===== config.mk =====
export PLATFORM = sky130hd
export DESIGN_NAME = svpwm_compare_generator
export DESIGN_NICKNAME = d
export VERILOG_FILES = /design/src/hdl/svpwm_pkg.sv /design/src/hdl/svpwm_ucode_rom.sv /design/src/hdl/svpwm_seq.sv /design/src/hdl/svpwm_datapath.sv /design/src/hdl/svpwm_compare_generator.sv
export SDC_FILE = /design/constraint.sdc
export NUM_CORES = 2
export LEC_CHECK = 0
export BUFFER_PORTS_ARGS = -buffer_cell sky130_fd_sc_hd__buf_2
export CORE_MARGIN = 2
export CORE_UTILIZATION = 55
export DETAILED_ROUTE_END_ITERATION = 10
export PLACE_DENSITY = 0.72
export SYNTH_ARGS = -nofsm -noshare
export SYNTH_HDL_FRONTEND = slang
export SYNTH_SLANG_ARGS = --single-unit

===== constraint.sdc =====
create_clock -name clk_i -period 28.6 [get_ports clk_i]
set_input_delay 1.43 -clock clk_i [delete_from_list [all_inputs] [get_ports clk_i]]
set_output_delay 1.43 -clock clk_i [all_outputs]
set_load 0.01 [all_outputs]

===== src/hdl/svpwm_pkg.sv =====
// ----------------------------------------------------------------------------
// svpwm_pkg
// Shared types, constants and the gain sine table of the space vector PWM
// compare generator: control word layout, datapath select codes, Q formats.
// ----------------------------------------------------------------------------
package svpwm_pkg;

  // fixed point formats
  localparam int SINE_BITS  = 16;
  localparam int DUTY_SHIFT = SINE_BITS + 1;
  localparam int DAC_MAX    = 4095;
  localparam logic [16:0] ONE  = 17'(1 << SINE_BITS);
  localparam logic [17:0] FULL = 18'(2 << SINE_BITS);

  // angle constants in degrees
  localparam logic [8:0] DEG_LAST   = 9'd359;
  localparam logic [9:0] DEG_FULL   = 10'd360;
  localparam logic [9:0] DEG_OFFSET = 10'd270;
  localparam logic [5:0] DEG_SECTOR = 6'd60;

  // sector numbers
  localparam logic [2:0] SEC_1 = 3'd1;
  localparam logic [2:0] SEC_2 = 3'd2;
  localparam logic [2:0] SEC_3 = 3'd3;
  localparam logic [2:0] SEC_4 = 3'd4;
  localparam logic [2:0] SEC_5 = 3'd5;
  localparam logic [2:0] SEC_6 = 3'd6;

  // configuration register indexes
  localparam logic CFG_MOD_INDEX = 1'b0;
  localparam logic CFG_PERIOD    = 1'b1;
  localparam logic [15:0] MI_RESET     = 16'd32768;
  localparam logic [15:0] PERIOD_RESET = 16'd16800;

  // program addresses used as jump targets
  localparam logic [3:0] STEP_IDLE     = 4'd0;
  localparam logic [3:0] STEP_WAIT_OUT = 4'd13;

  // sine argument scale and sqrt3/2, both Q30
  localparam longint unsigned DEG_Q30        = 64'd18740330;
  localparam longint unsigned HALF_SQRT3_Q30 = 64'd929887697;

  typedef enum logic [1:0] {
    C_NEXT,
    C_ALWAYS,
    C_NO_ITEM,
    C_OUT_BUSY
  } cond_e;

  typedef enum logic [1:0] {
    A_MI,
    A_DUTY_A,
    A_DUTY_B,
    A_DUTY_C
  } mul_a_e;

  typedef enum logic [1:0] {
    B_GAIN_T1,
    B_GAIN_T2,
    B_PERIOD,
    B_DAC
  } mul_b_e;

  typedef enum logic [2:0] {
    WB_NONE,
    WB_F1,
    WB_F2,
    WB_CMP_A,
    WB_CMP_B,
    WB_CMP_C,
    WB_DAC_A,
    WB_DAC_B
  } wb_e;

  // one microcode word
  typedef struct packed {
    cond_e      cond;
    logic [3:0] target;
    logic       accept;
    logic       ld_geo;
    logic       ld_zero;
    logic       ld_duty;
    mul_a_e     a_sel;
    mul_b_e     b_sel;
    wb_e        wb;
    logic       emit;
  } ucw_t;

  // condition flags from the datapath to the sequencer
  typedef struct packed {
    logic item;
    logic out_busy;
  } flags_t;

  typedef logic [15:0] gain_tbl_t [0:60];

  // sqrt3/2 * sin(deg) in Q16, sine from a Taylor series in Q30
  function automatic logic [15:0] gain_calc(int unsigned deg);
    longint unsigned x;
    longint unsigned x2;
    longint unsigned term;
    longint unsigned g;
    longint          sum;
    x    = longint'(deg) * DEG_Q30;
    x2   = (x * x) >> 30;
    term = x;
    sum  = longint'(x);
    term = ((term * x2) >> 30) / 6;
    sum  = sum - longint'(term);
    term = ((term * x2) >> 30) / 20;
    sum  = sum + longint'(term);
    term = ((term * x2) >> 30) / 42;
    sum  = sum - longint'(term);
    term = ((term * x2) >> 30) / 72;
    sum  = sum + longint'(term);
    term = ((term * x2) >> 30) / 110;
    sum  = sum - longint'(term);
    term = ((term * x2) >> 30) / 156;
    sum  = sum + longint'(term);
    term = ((term * x2) >> 30) / 210;
    sum  = sum - longint'(term);
    if (sum < 0) begin
      sum = 0;
    end
    g = (longint'(sum) * HALF_SQRT3_Q30 + (64'd1 << 29)) >> 30;
    g = (g + (64'd1 << (29 - SINE_BITS))) >> (30 - SINE_BITS);
    return g[15:0];
  endfunction

  function automatic gain_tbl_t gain_build();
    gain_tbl_t t;
    for (int unsigned d = 0; d <= 60; d++) begin
      t[d] = gain_calc(d);
    end
    return t;
  endfunction

  localparam gain_tbl_t GAIN_TBL = gain_build();

endpackage


===== src/hdl/svpwm_ucode_rom.sv =====
// ----------------------------------------------------------------------------
// svpwm_ucode_rom
// Control store: one microcode word per program step.
// ----------------------------------------------------------------------------
module svpwm_ucode_rom (
  input  logic [3:0]      step_i,
  output svpwm_pkg::ucw_t ucw_o
);

  svpwm_pkg::ucw_t w;

  // program: geometry, two gain products, zero time, duties, five scalings
  always_comb begin
    w        = '0;
    w.cond   = svpwm_pkg::C_NEXT;
    w.target = svpwm_pkg::STEP_IDLE;
    w.a_sel  = svpwm_pkg::A_MI;
    w.b_sel  = svpwm_pkg::B_GAIN_T1;
    w.wb     = svpwm_pkg::WB_NONE;
    case (step_i)
      4'd0: begin
        w.accept = 1'b1;
        w.cond   = svpwm_pkg::C_NO_ITEM;
        w.target = svpwm_pkg::STEP_IDLE;
      end
      4'd1: begin
        w.ld_geo = 1'b1;
      end
      4'd2: begin
        w.a_sel = svpwm_pkg::A_MI;
        w.b_sel = svpwm_pkg::B_GAIN_T1;
      end
      4'd3: begin
        w.a_sel = svpwm_pkg::A_MI;
        w.b_sel = svpwm_pkg::B_GAIN_T2;
        w.wb    = svpwm_pkg::WB_F1;
      end
      4'd4: begin
        w.wb = svpwm_pkg::WB_F2;
      end
      4'd5: begin
        w.ld_zero = 1'b1;
      end
      4'd6: begin
        w.ld_duty = 1'b1;
      end
      4'd7: begin
        w.a_sel = svpwm_pkg::A_DUTY_A;
        w.b_sel = svpwm_pkg::B_PERIOD;
      end
      4'd8: begin
        w.a_sel = svpwm_pkg::A_DUTY_B;
        w.b_sel = svpwm_pkg::B_PERIOD;
        w.wb    = svpwm_pkg::WB_CMP_A;
      end
      4'd9: begin
        w.a_sel = svpwm_pkg::A_DUTY_C;
        w.b_sel = svpwm_pkg::B_PERIOD;
        w.wb    = svpwm_pkg::WB_CMP_B;
      end
      4'd10: begin
        w.a_sel = svpwm_pkg::A_DUTY_A;
        w.b_sel = svpwm_pkg::B_DAC;
        w.wb    = svpwm_pkg::WB_CMP_C;
      end
      4'd11: begin
        w.a_sel = svpwm_pkg::A_DUTY_B;
        w.b_sel = svpwm_pkg::B_DAC;
        w.wb    = svpwm_pkg::WB_DAC_A;
      end
      4'd12: begin
        w.wb = svpwm_pkg::WB_DAC_B;
      end
      4'd13: begin
        w.cond   = svpwm_pkg::C_OUT_BUSY;
        w.target = svpwm_pkg::STEP_WAIT_OUT;
      end
      4'd14: begin
        w.emit   = 1'b1;
        w.cond   = svpwm_pkg::C_ALWAYS;
        w.target = svpwm_pkg::STEP_IDLE;
      end
      default: begin
        w.cond   = svpwm_pkg::C_ALWAYS;
        w.target = svpwm_pkg::STEP_IDLE;
      end
    endcase
  end

  assign ucw_o = w;

endmodule


===== src/hdl/svpwm_seq.sv =====
// ----------------------------------------------------------------------------
// svpwm_seq
// Step counter with conditional jumps taken from the microcode word.
// ----------------------------------------------------------------------------
module svpwm_seq (
  input  logic              clk_i,
  input  logic              rst_ni,
  input  svpwm_pkg::ucw_t   ucw_i,
  input  svpwm_pkg::flags_t flags_i,
  output logic [3:0]        step_o
);

  logic [3:0] step_q;
  logic [3:0] step_d;
  logic       take;

  // jump condition
  always_comb begin
    case (ucw_i.cond)
      svpwm_pkg::C_ALWAYS:   take = 1'b1;
      svpwm_pkg::C_NO_ITEM:  take = ~flags_i.item;
      svpwm_pkg::C_OUT_BUSY: take = flags_i.out_busy;
      default:               take = 1'b0;
    endcase
    step_d = take ? ucw_i.target : step_q + 4'd1;
  end

  always_ff @(posedge clk_i or negedge rst_ni) begin
    if (!rst_ni) begin
      step_q <= svpwm_pkg::STEP_IDLE;
    end else begin
      step_q <= step_d;
    end
  end

  assign step_o = step_q;

endmodule


===== src/hdl/svpwm_datapath.sv =====
// ----------------------------------------------------------------------------
// svpwm_datapath
// Angle and sector logic, shared multiplier, dwell and duty registers,
// configuration registers and the output register.
// ----------------------------------------------------------------------------
module svpwm_datapath (
  input  logic              clk_i,
  input  logic              rst_ni,
  input  svpwm_pkg::ucw_t   ucw_i,
  input  logic              in_fire_i,
  input  logic              tick_i,
  input  logic              cfg_we_i,
  input  logic              cfg_idx_i,
  input  logic [15:0]       cfg_data_i,
  input  logic              out_stall_i,
  output svpwm_pkg::flags_t flags_o,
  output logic              out_valid_o,
  output logic [15:0]       compare_a_o,
  output logic [15:0]       compare_b_o,
  output logic [15:0]       compare_c_o,
  output logic [11:0]       dac_a_o,
  output logic [11:0]       dac_b_o,
  output logic [2:0]        sector_out_o,
  output logic [8:0]        angle_out_o
);

  logic [15:0] mi_q;
  logic [15:0] period_q;
  logic [8:0]  theta_q;
  logic [2:0]  sector_q;
  logic [5:0]  r_q;
  logic [33:0] prod_q;
  logic [17:0] f1_q;
  logic [17:0] f2_q;
  logic [16:0] h_q;
  logic [17:0] duty_a_q;
  logic [17:0] duty_b_q;
  logic [17:0] duty_c_q;
  logic [15:0] cmp_a_q;
  logic [15:0] cmp_b_q;
  logic [15:0] cmp_c_q;
  logic [11:0] dac_a_q;
  logic [11:0] dac_b_q;
  logic        out_valid_q;

  logic [9:0]  alpha_sum;
  logic [8:0]  alpha;
  logic [2:0]  sector_d;
  logic [8:0]  r_wide;
  logic [5:0]  t1_idx;
  logic [17:0] mul_a;
  logic [15:0] mul_b;
  logic [33:0] f_round;
  logic signed [19:0] f0_s;
  logic signed [20:0] t1_s;
  logic signed [20:0] t2_s;
  logic signed [20:0] h_s;
  logic signed [20:0] act_s;
  logic signed [20:0] lead_s;
  logic signed [20:0] lag_s;
  logic signed [20:0] da_s;
  logic signed [20:0] db_s;
  logic signed [20:0] dc_s;

  // clamp a duty to the range zero to one full period
  function automatic logic [17:0] clamp_duty(logic signed [20:0] d);
    logic [17:0] res;
    if (d < 0) begin
      res = '0;
    end else if (d > $signed({3'b000, svpwm_pkg::FULL})) begin
      res = svpwm_pkg::FULL;
    end else begin
      res = d[17:0];
    end
    return res;
  endfunction

  // configuration registers
  always_ff @(posedge clk_i or negedge rst_ni) begin
    if (!rst_ni) begin
      mi_q     <= svpwm_pkg::MI_RESET;
      period_q <= svpwm_pkg::PERIOD_RESET;
    end else if (cfg_we_i) begin
      if (cfg_idx_i == svpwm_pkg::CFG_MOD_INDEX) begin
        mi_q <= cfg_data_i;
      end else begin
        period_q <= cfg_data_i;
      end
    end
  end

  // reference angle, advanced on an accepted tick
  always_ff @(posedge clk_i or negedge rst_ni) begin
    if (!rst_ni) begin
      theta_q <= '0;
    end else if (in_fire_i && tick_i) begin
      theta_q <= (theta_q == svpwm_pkg::DEG_LAST) ? 9'd0 : theta_q + 9'd1;
    end
  end

  // space angle, sector and angle within the sector
  always_comb begin
    alpha_sum = {1'b0, theta_q} + svpwm_pkg::DEG_OFFSET;
    alpha     = (alpha_sum >= svpwm_pkg::DEG_FULL) ?
                9'(alpha_sum - svpwm_pkg::DEG_FULL) : alpha_sum[8:0];
    if (alpha >= 9'd300) begin
      sector_d = svpwm_pkg::SEC_6;
      r_wide   = alpha - 9'd300;
    end else if (alpha >= 9'd240) begin
      sector_d = svpwm_pkg::SEC_5;
      r_wide   = alpha - 9'd240;
    end else if (alpha >= 9'd180) begin
      sector_d = svpwm_pkg::SEC_4;
      r_wide   = alpha - 9'd180;
    end else if (alpha >= 9'd120) begin
      sector_d = svpwm_pkg::SEC_3;
      r_wide   = alpha - 9'd120;
    end else if (alpha >= 9'd60) begin
      sector_d = svpwm_pkg::SEC_2;
      r_wide   = alpha - 9'd60;
    end else begin
      sector_d = svpwm_pkg::SEC_1;
      r_wide   = alpha;
    end
  end

  always_ff @(posedge clk_i) begin
    if (ucw_i.ld_geo) begin
      sector_q <= sector_d;
      r_q      <= r_wide[5:0];
    end
  end

  // shared multiplier operands
  assign t1_idx = svpwm_pkg::DEG_SECTOR - r_q;

  always_comb begin
    case (ucw_i.a_sel)
      svpwm_pkg::A_DUTY_A: mul_a = duty_a_q;
      svpwm_pkg::A_DUTY_B: mul_a = duty_b_q;
      svpwm_pkg::A_DUTY_C: mul_a = duty_c_q;
      default:             mul_a = {2'b00, mi_q};
    endcase
    case (ucw_i.b_sel)
      svpwm_pkg::B_GAIN_T2: mul_b = svpwm_pkg::GAIN_TBL[r_q];
      svpwm_pkg::B_PERIOD:  mul_b = period_q;
      svpwm_pkg::B_DAC:     mul_b = 16'(svpwm_pkg::DAC_MAX);
      default:              mul_b = svpwm_pkg::GAIN_TBL[t1_idx];
    endcase
  end

  always_ff @(posedge clk_i) begin
    prod_q <= mul_a * mul_b;
  end

  // write back of the previous product
  assign f_round = prod_q + 34'd16384;

  always_ff @(posedge clk_i) begin
    case (ucw_i.wb)
      svpwm_pkg::WB_F1:    f1_q    <= f_round[32:15];
      svpwm_pkg::WB_F2:    f2_q    <= f_round[32:15];
      svpwm_pkg::WB_CMP_A: cmp_a_q <= prod_q[svpwm_pkg::DUTY_SHIFT +: 16];
      svpwm_pkg::WB_CMP_B: cmp_b_q <= prod_q[svpwm_pkg::DUTY_SHIFT +: 16];
      svpwm_pkg::WB_CMP_C: cmp_c_q <= prod_q[svpwm_pkg::DUTY_SHIFT +: 16];
      svpwm_pkg::WB_DAC_A: dac_a_q <= prod_q[svpwm_pkg::DUTY_SHIFT +: 12];
      svpwm_pkg::WB_DAC_B: dac_b_q <= prod_q[svpwm_pkg::DUTY_SHIFT +: 12];
      default: begin
      end
    endcase
  end

  // zero time, saturated at zero under overmodulation
  assign f0_s = $signed({3'b000, svpwm_pkg::ONE}) - $signed({2'b00, f1_q})
              - $signed({2'b00, f2_q});

  always_ff @(posedge clk_i) begin
    if (ucw_i.ld_zero) begin
      h_q <= f0_s[19] ? 17'd0 : f0_s[16:0];
    end
  end

  // six-sector table
  always_comb begin
    t1_s   = $signed({2'b00, f1_q, 1'b0});
    t2_s   = $signed({2'b00, f2_q, 1'b0});
    h_s    = $signed({4'b0000, h_q});
    act_s  = t1_s + t2_s + h_s;
    lead_s = t2_s + h_s;
    lag_s  = $signed({3'b000, svpwm_pkg::FULL}) - lead_s;
    case (sector_q)
      svpwm_pkg::SEC_1: begin da_s = act_s;  db_s = lead_s; dc_s = h_s;    end
      svpwm_pkg::SEC_2: begin da_s = lag_s;  db_s = act_s;  dc_s = h_s;    end
      svpwm_pkg::SEC_3: begin da_s = h_s;    db_s = act_s;  dc_s = lead_s; end
      svpwm_pkg::SEC_4: begin da_s = h_s;    db_s = lag_s;  dc_s = act_s;  end
      svpwm_pkg::SEC_5: begin da_s = lead_s; db_s = h_s;    dc_s = act_s;  end
      default:          begin da_s = act_s;  db_s = h_s;    dc_s = lag_s;  end
    endcase
  end

  always_ff @(posedge clk_i) begin
    if (ucw_i.ld_duty) begin
      duty_a_q <= clamp_duty(da_s);
      duty_b_q <= clamp_duty(db_s);
      duty_c_q <= clamp_duty(dc_s);
    end
  end

  // output register
  always_ff @(posedge clk_i or negedge rst_ni) begin
    if (!rst_ni) begin
      out_valid_q <= 1'b0;
    end else if (ucw_i.emit) begin
      out_valid_q <= 1'b1;
    end else if (!out_stall_i) begin
      out_valid_q <= 1'b0;
    end
  end

  always_ff @(posedge clk_i) begin
    if (ucw_i.emit) begin
      compare_a_o  <= cmp_a_q;
      compare_b_o  <= cmp_b_q;
      compare_c_o  <= cmp_c_q;
      dac_a_o      <= dac_a_q;
      dac_b_o      <= dac_b_q;
      sector_out_o <= sector_q;
      angle_out_o  <= theta_q;
    end
  end

  assign out_valid_o      = out_valid_q;
  assign flags_o.item     = in_fire_i;
  assign flags_o.out_busy = out_valid_q & out_stall_i;

endmodule


===== src/hdl/svpwm_compare_generator.sv =====
// ----------------------------------------------------------------------------
// svpwm_compare_generator
// Two-level six-sector space vector PWM: per item advances the reference
// angle on tick_i, finds sector and dwell times, emits timer compare counts
// plus monitor DAC values, run by a microcoded sequencer over one multiplier.
// ----------------------------------------------------------------------------
//
//  channel   signals                                  direction
//  input     in_valid_i, in_stall_o, tick_i           in
//  output    out_valid_o, out_stall_i, compare_*_o,   out
//            dac_a_o, dac_b_o, sector_out_o, angle_out_o
//  config    cfg_we_i, cfg_idx_i, cfg_data_i          in
//
//  an item is taken only at program step zero; the result goes to the output
//  register at the emit step, and the next item can be taken only after
//  that, so one item is in work at a time
//  one shared 18x16 multiplier runs seven products per item; the 15-step
//  program holds at its wait step while the output register still holds
//  an untaken result
//  reset clears the angle to zero, loads the register defaults and drops
//  the output valid; there is no clearing pass
//
module svpwm_compare_generator (
  input  logic        clk_i,
  input  logic        rst_ni,
  input  logic        in_valid_i,
  output logic        in_stall_o,
  input  logic        tick_i,
  input  logic        cfg_we_i,
  input  logic        cfg_idx_i,
  input  logic [15:0] cfg_data_i,
  output logic        out_valid_o,
  input  logic        out_stall_i,
  output logic [15:0] compare_a_o,
  output logic [15:0] compare_b_o,
  output logic [15:0] compare_c_o,
  output logic [11:0] dac_a_o,
  output logic [11:0] dac_b_o,
  output logic [2:0]  sector_out_o,
  output logic [8:0]  angle_out_o
);

  logic [3:0]        step;
  svpwm_pkg::ucw_t   ucw;
  svpwm_pkg::flags_t flags;
  logic              in_fire;

  // item handshake
  assign in_stall_o = ~ucw.accept;
  assign in_fire    = in_valid_i & ucw.accept;

  svpwm_ucode_rom u_rom (
    .step_i (step),
    .ucw_o  (ucw)
  );

  svpwm_seq u_seq (
    .clk_i   (clk_i),
    .rst_ni  (rst_ni),
    .ucw_i   (ucw),
    .flags_i (flags),
    .step_o  (step)
  );

  svpwm_datapath u_dp (
    .clk_i        (clk_i),
    .rst_ni       (rst_ni),
    .ucw_i        (ucw),
    .in_fire_i    (in_fire),
    .tick_i       (tick_i),
    .cfg_we_i     (cfg_we_i),
    .cfg_idx_i    (cfg_idx_i),
    .cfg_data_i   (cfg_data_i),
    .out_stall_i  (out_stall_i),
    .flags_o      (flags),
    .out_valid_o  (out_valid_o),
    .compare_a_o  (compare_a_o),
    .compare_b_o  (compare_b_o),
    .compare_c_o  (compare_c_o),
    .dac_a_o      (dac_a_o),
    .dac_b_o      (dac_b_o),
    .sector_out_o (sector_out_o),
    .angle_out_o  (angle_out_o)
  );

  // one item in flight: stall follows every accepted item
  a_one_item: assert property (@(posedge clk_i) disable iff (!rst_ni)
    in_fire |=> in_stall_o)
    else $error("item accepted while another is in work");

  // a result is only loaded when the output register is free
  a_emit_free: assert property (@(posedge clk_i) disable iff (!rst_ni)
    ucw.emit |-> !(out_valid_o && out_stall_i))
    else $error("result loaded over an untaken result");

  // delivered sector lies in one to six
  a_sector_range: assert property (@(posedge clk_i) disable iff (!rst_ni)
    out_valid_o |-> (sector_out_o != 3'd0 && sector_out_o != 3'd7))
    else $error("sector out of range");

  // delivered angle lies below a full turn
  a_angle_range: assert property (@(posedge clk_i) disable iff (!rst_ni)
    out_valid_o |-> angle_out_o < 9'd360)
    else $error("angle out of range");

endmodule

==> metrics.cfg <==
[run_status]
status = finished, final reports clean

[logic_synthesis]
syn_inst = 3442
avgSynthCellArea_um2 = 9.14
ys_seq_elements = 337
synth_top_area_share_pct = 26.0
synth_flop_cell = edfxtp_1
syn-cell-area_um2 = 31500
syn_nets = 3889
yosys.area.top_type = edfxtp_1
async_reset_ff_share_pct = 13.6
yosys-top-cells-area = edfxtp_1 26%, fa_1 14%, ha_1 8.0%
yosysUniqueCellTypes = 94
synth_seq_area_share_pct = 30.8
yosysWarnings = 0
synth_edf_count = 272

[routing]
vias = 27300
drc = 0
first_iter_violations = 2720
postRouteAntennaNets = 0
via_per_inst = 6.41
dr.pass1.iters = 5
wl_per_cell_um = 24.4
wl_um = 104000

[timing]
finalCritPeriodShare_pct = 37.9
worstMarginPinSlew_ns = 1.26
max_slew_margin_pct = 15.0
hold_viol = 0
setup_viol = 0
rsz0062_at_grt = no
tns_ns = 0
fin_skew_ns = 0.0326
slew_viol_final = 0
max_freq_ghz = 0.0923
min_period_ns = 10.83

[floorplanning]
num_rows = 87
coreArea_um2 = 56500
ios = 109
die_area_um2 = 59100
start_util_pct = 55.7
die_h_um = 243
fp.dieW_um = 243

[clock_network]
cts.hold.buffers_added = 0
cts_tree = done
cts_root_buf = clkbuf_16
clk_pin_slew_ns = 0.07
cts_made_buffers = 36
cts_max_path_buffers = 3
h-tree-depth = 2
cts_setup_buffers = 0
clock-sinks = 337
clk_latency_ns = 0.57
post_cts_resized = 0

[place]
routabilityCongestion = 0.997
dpl.hpwl_um = 79900
numPortBuffers = 108

[final_layout]
area_delta_synth_final_pct = 8.20
final_nets = 3927
final_cell_mix = 361 x inv_1, 360 x nand2_1, 338 x nor2_1
final_common_cell = inv_1
drive_above_1_share_pct = 9.46
post-route-util_pct = 60.3

[setup_path]
worst-setup-path-type = reg -> reg
max_stage_delay_ns = 0.78
cpMostUsedCell = fa_1
critPathLaunchType = flop
slowest_stage = a22o_1
cp.required_ns = 29.05
reg2reg_depth = 35
end_kind = flop
crit_fanout = 67
cp.arrival_ns = 11.28

[global_routing]
grt_max_degree = 85
grt_pass1_vias = 27300
grt_antenna_before_repair = 1
grt_pass1_wl_um = 161000
track_usage_pct = 35.2
grt_overflow_total = 0

[job]
cap_violations = 0

[hold_path]
hold_path_class = reg -> reg
holdPathStages = 0

-- critical path, delay by kind of cell, from the launching register on --
family,cells,cell delay [ns]
AO/OA/AOI/OAI,15,3.91
adder cells (fa/ha/maj),9,3.81
buffers and inverters,7,1.58
flip-flops,1,0.32
AND/OR/NAND/NOR,4,1.05
-- cell type report --
cell class                      instances  area, µm²
Antenna cell                            1       2.50
Tap cell                              756        946
Clock buffer                           43        957
Timing Repair Buffer                  168        991
Sequential cell                       337       9710
Inverter                              366       1370
Multi-Input combinational cell       2571      19800
Fill cell                            4824      22400
Clock inverter                         23        233
-- cell families after synthesis --
kind of cell               after synthesis  share of synthesized area [%]
adders and majority gates              424                           22.2
and+or+nand+nor                       1140                           16.9
DFF                                    337                           30.8
AOI/OAI and AO/OA                      813                           17.4
muxes                                   61                           2.56
xor gates and xnor gates               133                           3.73
buffers and inverters                  534                           6.41
-- final timing paths --
kind	from	to	slack [ns]
hold / removal	u_dp.dac_b_q[2]	u_dp.dac_b_o[2]	0.42
hold reg to reg	u_dp.dac_b_q[2]	u_dp.dac_b_o[2]	0.42
setup reg to reg	u_dp.r_q[0]	u_dp.prod_q[25]	17.77
min in group asynchronous	rst_ni	u_dp.theta_q[5]	1.05
setup / recovery	u_dp.r_q[0]	u_dp.prod_q[25]	17.77
max in group asynchronous	rst_ni	u_dp.period_q[10]	26.84
-- cell usage after synthesis, drive strengths merged, types with 15 or more instances --
cell type / n
ha: 200
buf: 24
dfxtp: 19
o21bai: 17
inv: 361
o21a: 32
a221oi: 17
nand2b: 40
and2: 39
clkbuf: 144
xnor2: 90
nor2b: 43
o311ai: 16
o211ai: 39
or2: 15
a21o: 41
a22oi: 16
nor2: 341
nand4: 20
dfrtp: 41
nand3: 82
nor3: 84
nand2: 360
nor4: 16
a211oi: 51
fa: 224
o21ai: 191
mux2: 35
or3: 18
edfxtp: 272
o221ai: 19
o22ai: 29
xor2: 43
and3: 30
a21oi: 160
nor3b: 21
a31oi: 36
-- per-layer routing --
metal | share of wire, % | up-vias | track usage [%]
li1 | - | 12200 | -
met2 | 48 | 1349 | 58.4
met3 | 7.4 | 324 | 4.10
met1 | 39 | 13400 | 45.2
met4 | 6.0 | 0 | 18.9
met5 | 0 | - | 0
-- stage by stage --
step / setup WS [ns] / area, µm² / std cells / hold slack, ns
2_1_floorplan: 19.06 / 31500 / 3442 / 0.400
3_3_place_gp: 18.19 / 32900 / 4198 / 0.401
3_5_place_dp: 17.97 / 32900 / 4198 / 0.405
4_1_cts: 17.94 / 34000 / 4264 / 0.418
5_1_grt: 17.32 / 34100 / 4265 / 0.422
6_report: 17.77 / 34100 / 4265 / 0.415
-- registers in the layout (all words and copies together), names as in the netlist, 17 cells and up --
| register | cells |
|---|---|
| u_dp.f2_q | 18 |
| u_dp.duty_b_q | 18 |
| u_dp.duty_a_q | 18 |
| u_dp.h_q | 17 |
| u_dp.f1_q | 18 |
| u_dp.prod_q | 19 |
| u_dp.duty_c_q | 18 |
Power is left out: the tool's default activity adds up to more than one toggle a clock period on the data nets, which glitch-free logic cannot reach.
